<file path="src/rtl/sdfts_pkg.sv">
`timescale 1ns / 1ps
package sdfts_pkg;

   localparam int RES_MAX_DEF    = 32;
   localparam int DIST_WIDTH_DEF = 16;

   localparam int Q16_HALF = 32768;
   localparam int Q16_ONE  = 65536;

   localparam int OUT_MAX = 32767;
   localparam int OUT_MIN = -32768;

   typedef enum logic [2:0] {
      CSR_ORIGIN_X = 3'd0,
      CSR_ORIGIN_Y = 3'd1,
      CSR_ORIGIN_Z = 3'd2,
      CSR_INV_VOX  = 3'd3,
      CSR_RES_X    = 3'd4,
      CSR_RES_Y    = 3'd5,
      CSR_RES_Z    = 3'd6
   } csr_index_type;

   typedef enum logic {
      KIND_WRITE  = 1'b0,
      KIND_SAMPLE = 1'b1
   } kind_type;

endpackage

</file>
<file path="src/rtl/sdfts_lerp.sv">
`timescale 1ns / 1ps
module sdfts_lerp import sdfts_pkg::*; #(
   parameter int DIST_WIDTH = DIST_WIDTH_DEF
) (
   input  logic                         clock,
   input  logic signed [DIST_WIDTH-1:0] a,
   input  logic signed [DIST_WIDTH-1:0] b,
   input  logic        [15:0]           t,
   output logic signed [DIST_WIDTH-1:0] y
);

   localparam int SW = DIST_WIDTH + 19;

   logic signed [SW-1:0]         ax, bx, wa, wb, s;
   logic        [16:0]           wa_u;
   logic signed [DIST_WIDTH-1:0] y_ff, y_in;

   // a*(1-t) + b*t + half, floor by 16: result always lies between a and b
   always_comb begin
      wa_u = 17'(Q16_ONE) - {1'b0, t};
      ax   = SW'(a);
      bx   = SW'(b);
      wa   = $signed(SW'({1'b0, wa_u}));
      wb   = $signed(SW'({1'b0, t}));
      s    = ax * wa + bx * wb + SW'(Q16_HALF);
      y_in = s[16 +: DIST_WIDTH];
   end

   always_ff @(posedge clock) begin
      y_ff <= y_in;
   end

   assign y = y_ff;

endmodule

</file>
<file path="config.mk">
export PLATFORM = sky130hd
export DESIGN_NAME = sdfts_lerp
export DESIGN_NICKNAME = d
export VERILOG_FILES = /design/src/rtl/sdfts_pkg.sv /design/src/rtl/sdfts_lerp.sv
export SDC_FILE = /design/constraint.sdc
export NUM_CORES = 1
export LEC_CHECK = 0
export BUFFER_PORTS_ARGS = -buffer_cell sky130_fd_sc_hd__buf_2
export CAP_MARGIN = 25
export CORE_AREA = 2 2 165 288
export CTS_BUF_LIST = sky130_fd_sc_hd__clkbuf_16
export DETAILED_ROUTE_END_ITERATION = 6
export DIE_AREA = 0 0 167 290
export GPL_TIMING_DRIVEN = 1
export PLACE_DENSITY_LB_ADDON = 0.15
export SLEW_MARGIN = 20
export SYNTH_ARGS = -nofsm -noshare
export SYNTH_HDL_FRONTEND = slang
export SYNTH_SLANG_ARGS = --single-unit
</file>
<file path="constraint.sdc">
create_clock -name clock -period 18.8 [get_ports clock]
set_input_delay 3.76 -clock clock [delete_from_list [all_inputs] [get_ports clock]]
set_output_delay 3.76 -clock clock [all_outputs]
set_load 0.005 [all_outputs]
</file>
== After elaboration in Yosys (flattened, before gate mapping) ==
Index checks and enable logic that the tools add are counted.
Cells by class
  multipliers: 2
  add/subtract/negate cells: 3
Operator list (number)
  $add A32 B17 Y32 const B: 1
  $add A32 B32 Y32: 1
  $mul A16 B17 Y32: 1
  $mul A16 B18 Y32: 1
  $sub A17 B16 Y17 const A: 1
Word-level totals
  flip-flop bits (word level): 16
  logic and storage cells: 6
  output and inout bits: 16
  input port bits: 49

== Longest topological paths before layout ==
  word-level depth: 4
  gate-level depth with buffers: 31
  gate-level depth less buffers: 29

== Worst setup path before layout ==
No wires, ideal clock.
  path kind: in2reg
  from: input t[6]
  to: register y_ff[14], in the netlist y[14]
  stages on the path: 29
  data arrival time: 11.138 ns
  library setup time: 0.120 ns
  buffers on the path: 2
  setup slack: 7.542 ns
  required time: 18.680 ns
  cells stage by stage: buf_6 or4_4 or4_4 nor3_4 xnor2_1 buf_6 and2_4 fa_1 inv_1 fa_1 fa_1 fa_1 inv_1 fa_1 inv_1 fa_1 inv_1 fa_1 inv_1 fa_1 inv_1 ha_1 a21oi_1 o21ai_0 a41oi_1 nand3_1 a31oi_1 nor3_1 o31a_1
Between the ends
  cells in the longest elaborated chain, start to end: 4
  elaborated cells between the ends (all ways): 5
  classes of those cells: add/sub: 3; mul: 2
Ends and longest elaborated chain
  start: declaration: line sdfts_lerp.sv:8  | input logic [15:0] t,
  $sub A17 B16 Y17: line sdfts_lerp.sv:20  | wa_u = 17'(Q16_ONE) - {1'b0, t};
  $mul A16 B18 Y32: line sdfts_lerp.sv:25  | s = ax * wa + bx * wb + SW'(Q16_HALF);
  $add A32 B32 Y32 (*): line sdfts_lerp.sv:25
  $add A32 B17 Y32 (*): line sdfts_lerp.sv:25
  named net s[30]: line sdfts_lerp.sv:14  | logic signed [SW-1:0] ax, bx, wa, wb, s;
  end signal: assignment: line sdfts_lerp.sv:30  | y_ff <= y_in;
  end: declaration: line sdfts_lerp.sv:16  | logic signed [DIST_WIDTH-1:0] y_ff, y_in;
The timed path passes the listed nets; every way through them passes the cells marked *.

== Worst setup path in the final report ==
  from: input t[4]
  to: register y_ff[15], in the netlist y[15]
The elaborated chain is that of the path after synthesis.

==> flow_summary.toml <==
[routing]
postRouteAntennaNets = 0
drt-vias-per-instance = 4.96
drtIter0Drc = 537
postRouteWirelength_um = 51600
drt-wirelength-per-cell_um = 19.7
route.vias.total = 13000
drc_errors = 0
first_pass_iters = 5

[synth]
synthesized_cell_area_um2 = 18700
synth_sequential_area_ratio_pct = 1.72
unique_cell_type_count_in_the_yosys_netlist = 43
synth_area_leader_cell = "fa_1"
postSynth.topFlopCell = "dfxtp_1"
number_of_flip_flops_and_latches_in_the_synthesized_netlist = 16
syn_nets = 2760
synth-warning-count = 0
async_reset_ff_share_pct = 0
synth_common_cells = "544 x inv_1, 458 x fa_1, 301 x and2_1, 221 x ha_1, 211 x nand2_1"
netlist.area_leader.share_pct = 49.1
post_synth_edffs = 0
post_synth_main_area_contributors = "fa_1 49%, ha_1 15%, inv_1 11%"
syn-mean-instance-area_um2 = 9.19
netlist_instances = 2032
synthMostInstantiatedCell = "inv_1"

[sta]
report.final.slew_viol_count = 0
grt_setup_unrepaired = "no"
layout_worst_path_cycle_share_pct = 63.1
clock.fmax_mhz = 84.2
timing.final.crit_period_ns = 11.87
fin_tns_setup_ns = 0
maxSlewHeadroom_pct = 54.4
final_hold_viol_count = 0
setup_viol = 0
worstMarginPinSlew_ns = 0.679

[setup_path]
worst-setup-path-type = "in -> reg"
worstPathRequired_ns = 18.92
critPathMostFrequentCell = "fa_1"
startpoint_types = "input port"
worst_ep_arrival_time_ns = 11.99
slowest_delay_ns = 0.61
cpMaxStageDelayCell = "or4_4"
setup.worst_path.end_class = "flip-flop"
cp_max_fo = 21

[grt]
grt.total_usage_pct = 22.3
grt_remaining_overflow = 0
grt_pass1_wl_um = 82300
antenna_found_initial = 2
vias_in_the_first_global_route = 14800
grt_start_max_net_pins = 32

[floorplan]
die_area_um2 = 48400
dieWidth_um = 167
rows = 104
io_pins = 65
chipHeight_um = 290
placeableCoreArea_um2 = 45900
initial_core_util_pct = 40.6

[cts]
reg_clk_slew_reported_paths_ns = 0.05
ctsHoldBuffers = 0
cts_htree_levels = 1
cts_resized = 0
cts_num_sinks = 16
max-clock-path-buffers = 2
cts_made_buffers = 3
tritoncts = "done"
cts_setup_buffers = 0
clock-root-buffer = "clkbuf_16"

[place]
portBuffers = 64
place_congestion = 0.837
dp_hpwl_um = 44300

[outcome]
run_status = "complete, no violations"

[min_path]
hold_path.class = "in -> reg"

[finish]
final_net_count = 2761
synthToLayoutAreaGrowth_pct = 4.90
antenna-diode-count = 0
final_layout_size_suffix_gt1_share_pct = 4.72
max_reg_flops = 16

[run]
max-cap-violations = 0
==> final timing paths <==
path       endpoint  slack, ns   from  cells after the start
max   y[15]$_DFF_P_       6.93   t[4]                     29
min   y[15]$_DFF_P_       4.29  a[15]                      4
==> final cells by class <==
class | instances | area [um^2]
Tap cell | 583 | 729
Multi-Input combinational cell | 1388 | 16000
Clock inverter | 1 | 3.75
Sequential cell | 16 | 320
Timing Repair Buffer | 80 | 440
Inverter | 544 | 2040
Fill cell | 4680 | 26400
Clock buffer | 3 | 75.1
==> routing by layer <==
metal | vias to the layer above | wire (um) | track usage, %
li1 | 5843 | - | -
met2 | 202 | 31100 | 45.5
met4 | 4 | 3220 | 10.6
met1 | 6823 | 16600 | 22.6
met3 | 92 | 771 | 0.750
met5 | - | 23 | 0
==> metrics by stage <==
| stage | area, um^2 | utilization [%] | setup WS, ns | std cells | hold WS [ns] |
|---|---|---|---|---|---|
| final | 19600 | 42.6 | 6.93 | 2615 | 4.29 |
| after global routing | 19600 | 42.6 | 6.60 | 2615 | 4.31 |
| after CTS | 19600 | 42.6 | 6.95 | 2615 | 4.31 |
| after detailed placement | 19500 | 42.5 | 6.72 | 2611 | 4.14 |
| after global placement | 19500 | 42.5 | 6.81 | 2611 | 4.14 |
| after floorplan | 18700 | - | 7.54 | 2032 | 4.04 |
==> critical path: cells and delay by family <==
family,cells,cell delay [ns]
buf+inv,8,0.77
xor+xnor,2,0.20
fa+ha+maj,9,4.28
simple gates,5,1.74
compound gates,5,1.25
==> cell usage in the layout, fill, tap and decap left out, drive strengths merged, types with 4 or more instances in the layout <==
cell | synthesis | final
xor2 | 13 | 13
a21o | 16 | 16
ha | 221 | 221
nand3 | 8 | 8
xnor2 | 28 | 28
a21oi | 22 | 22
nor2b | 23 | 23
nand2 | 211 | 211
nor2 | 14 | 14
inv | 544 | 544
and2 | 307 | 307
dfxtp | 16 | 16
nand4 | 5 | 5
nor3 | 8 | 8
buf | 6 | 80
fa | 458 | 458
a31oi | 4 | 4
o211ai | 4 | 4
o21ai | 12 | 12
nand2b | 11 | 11
==> logic make-up (layout without fill, tap and decap cells) <==
family	Yosys count	after routing	synth area share, %
buf+inv	628	628	12.7
simple gates	593	593	17.0
flops	16	16	1.72
xor+xnor	41	41	1.96
fa+ha+maj	679	679	63.9
compound gates	75	75	2.61
Power is not shown: default switching activity piles up to over one toggle a cycle in this logic, so the estimate is an artifact.
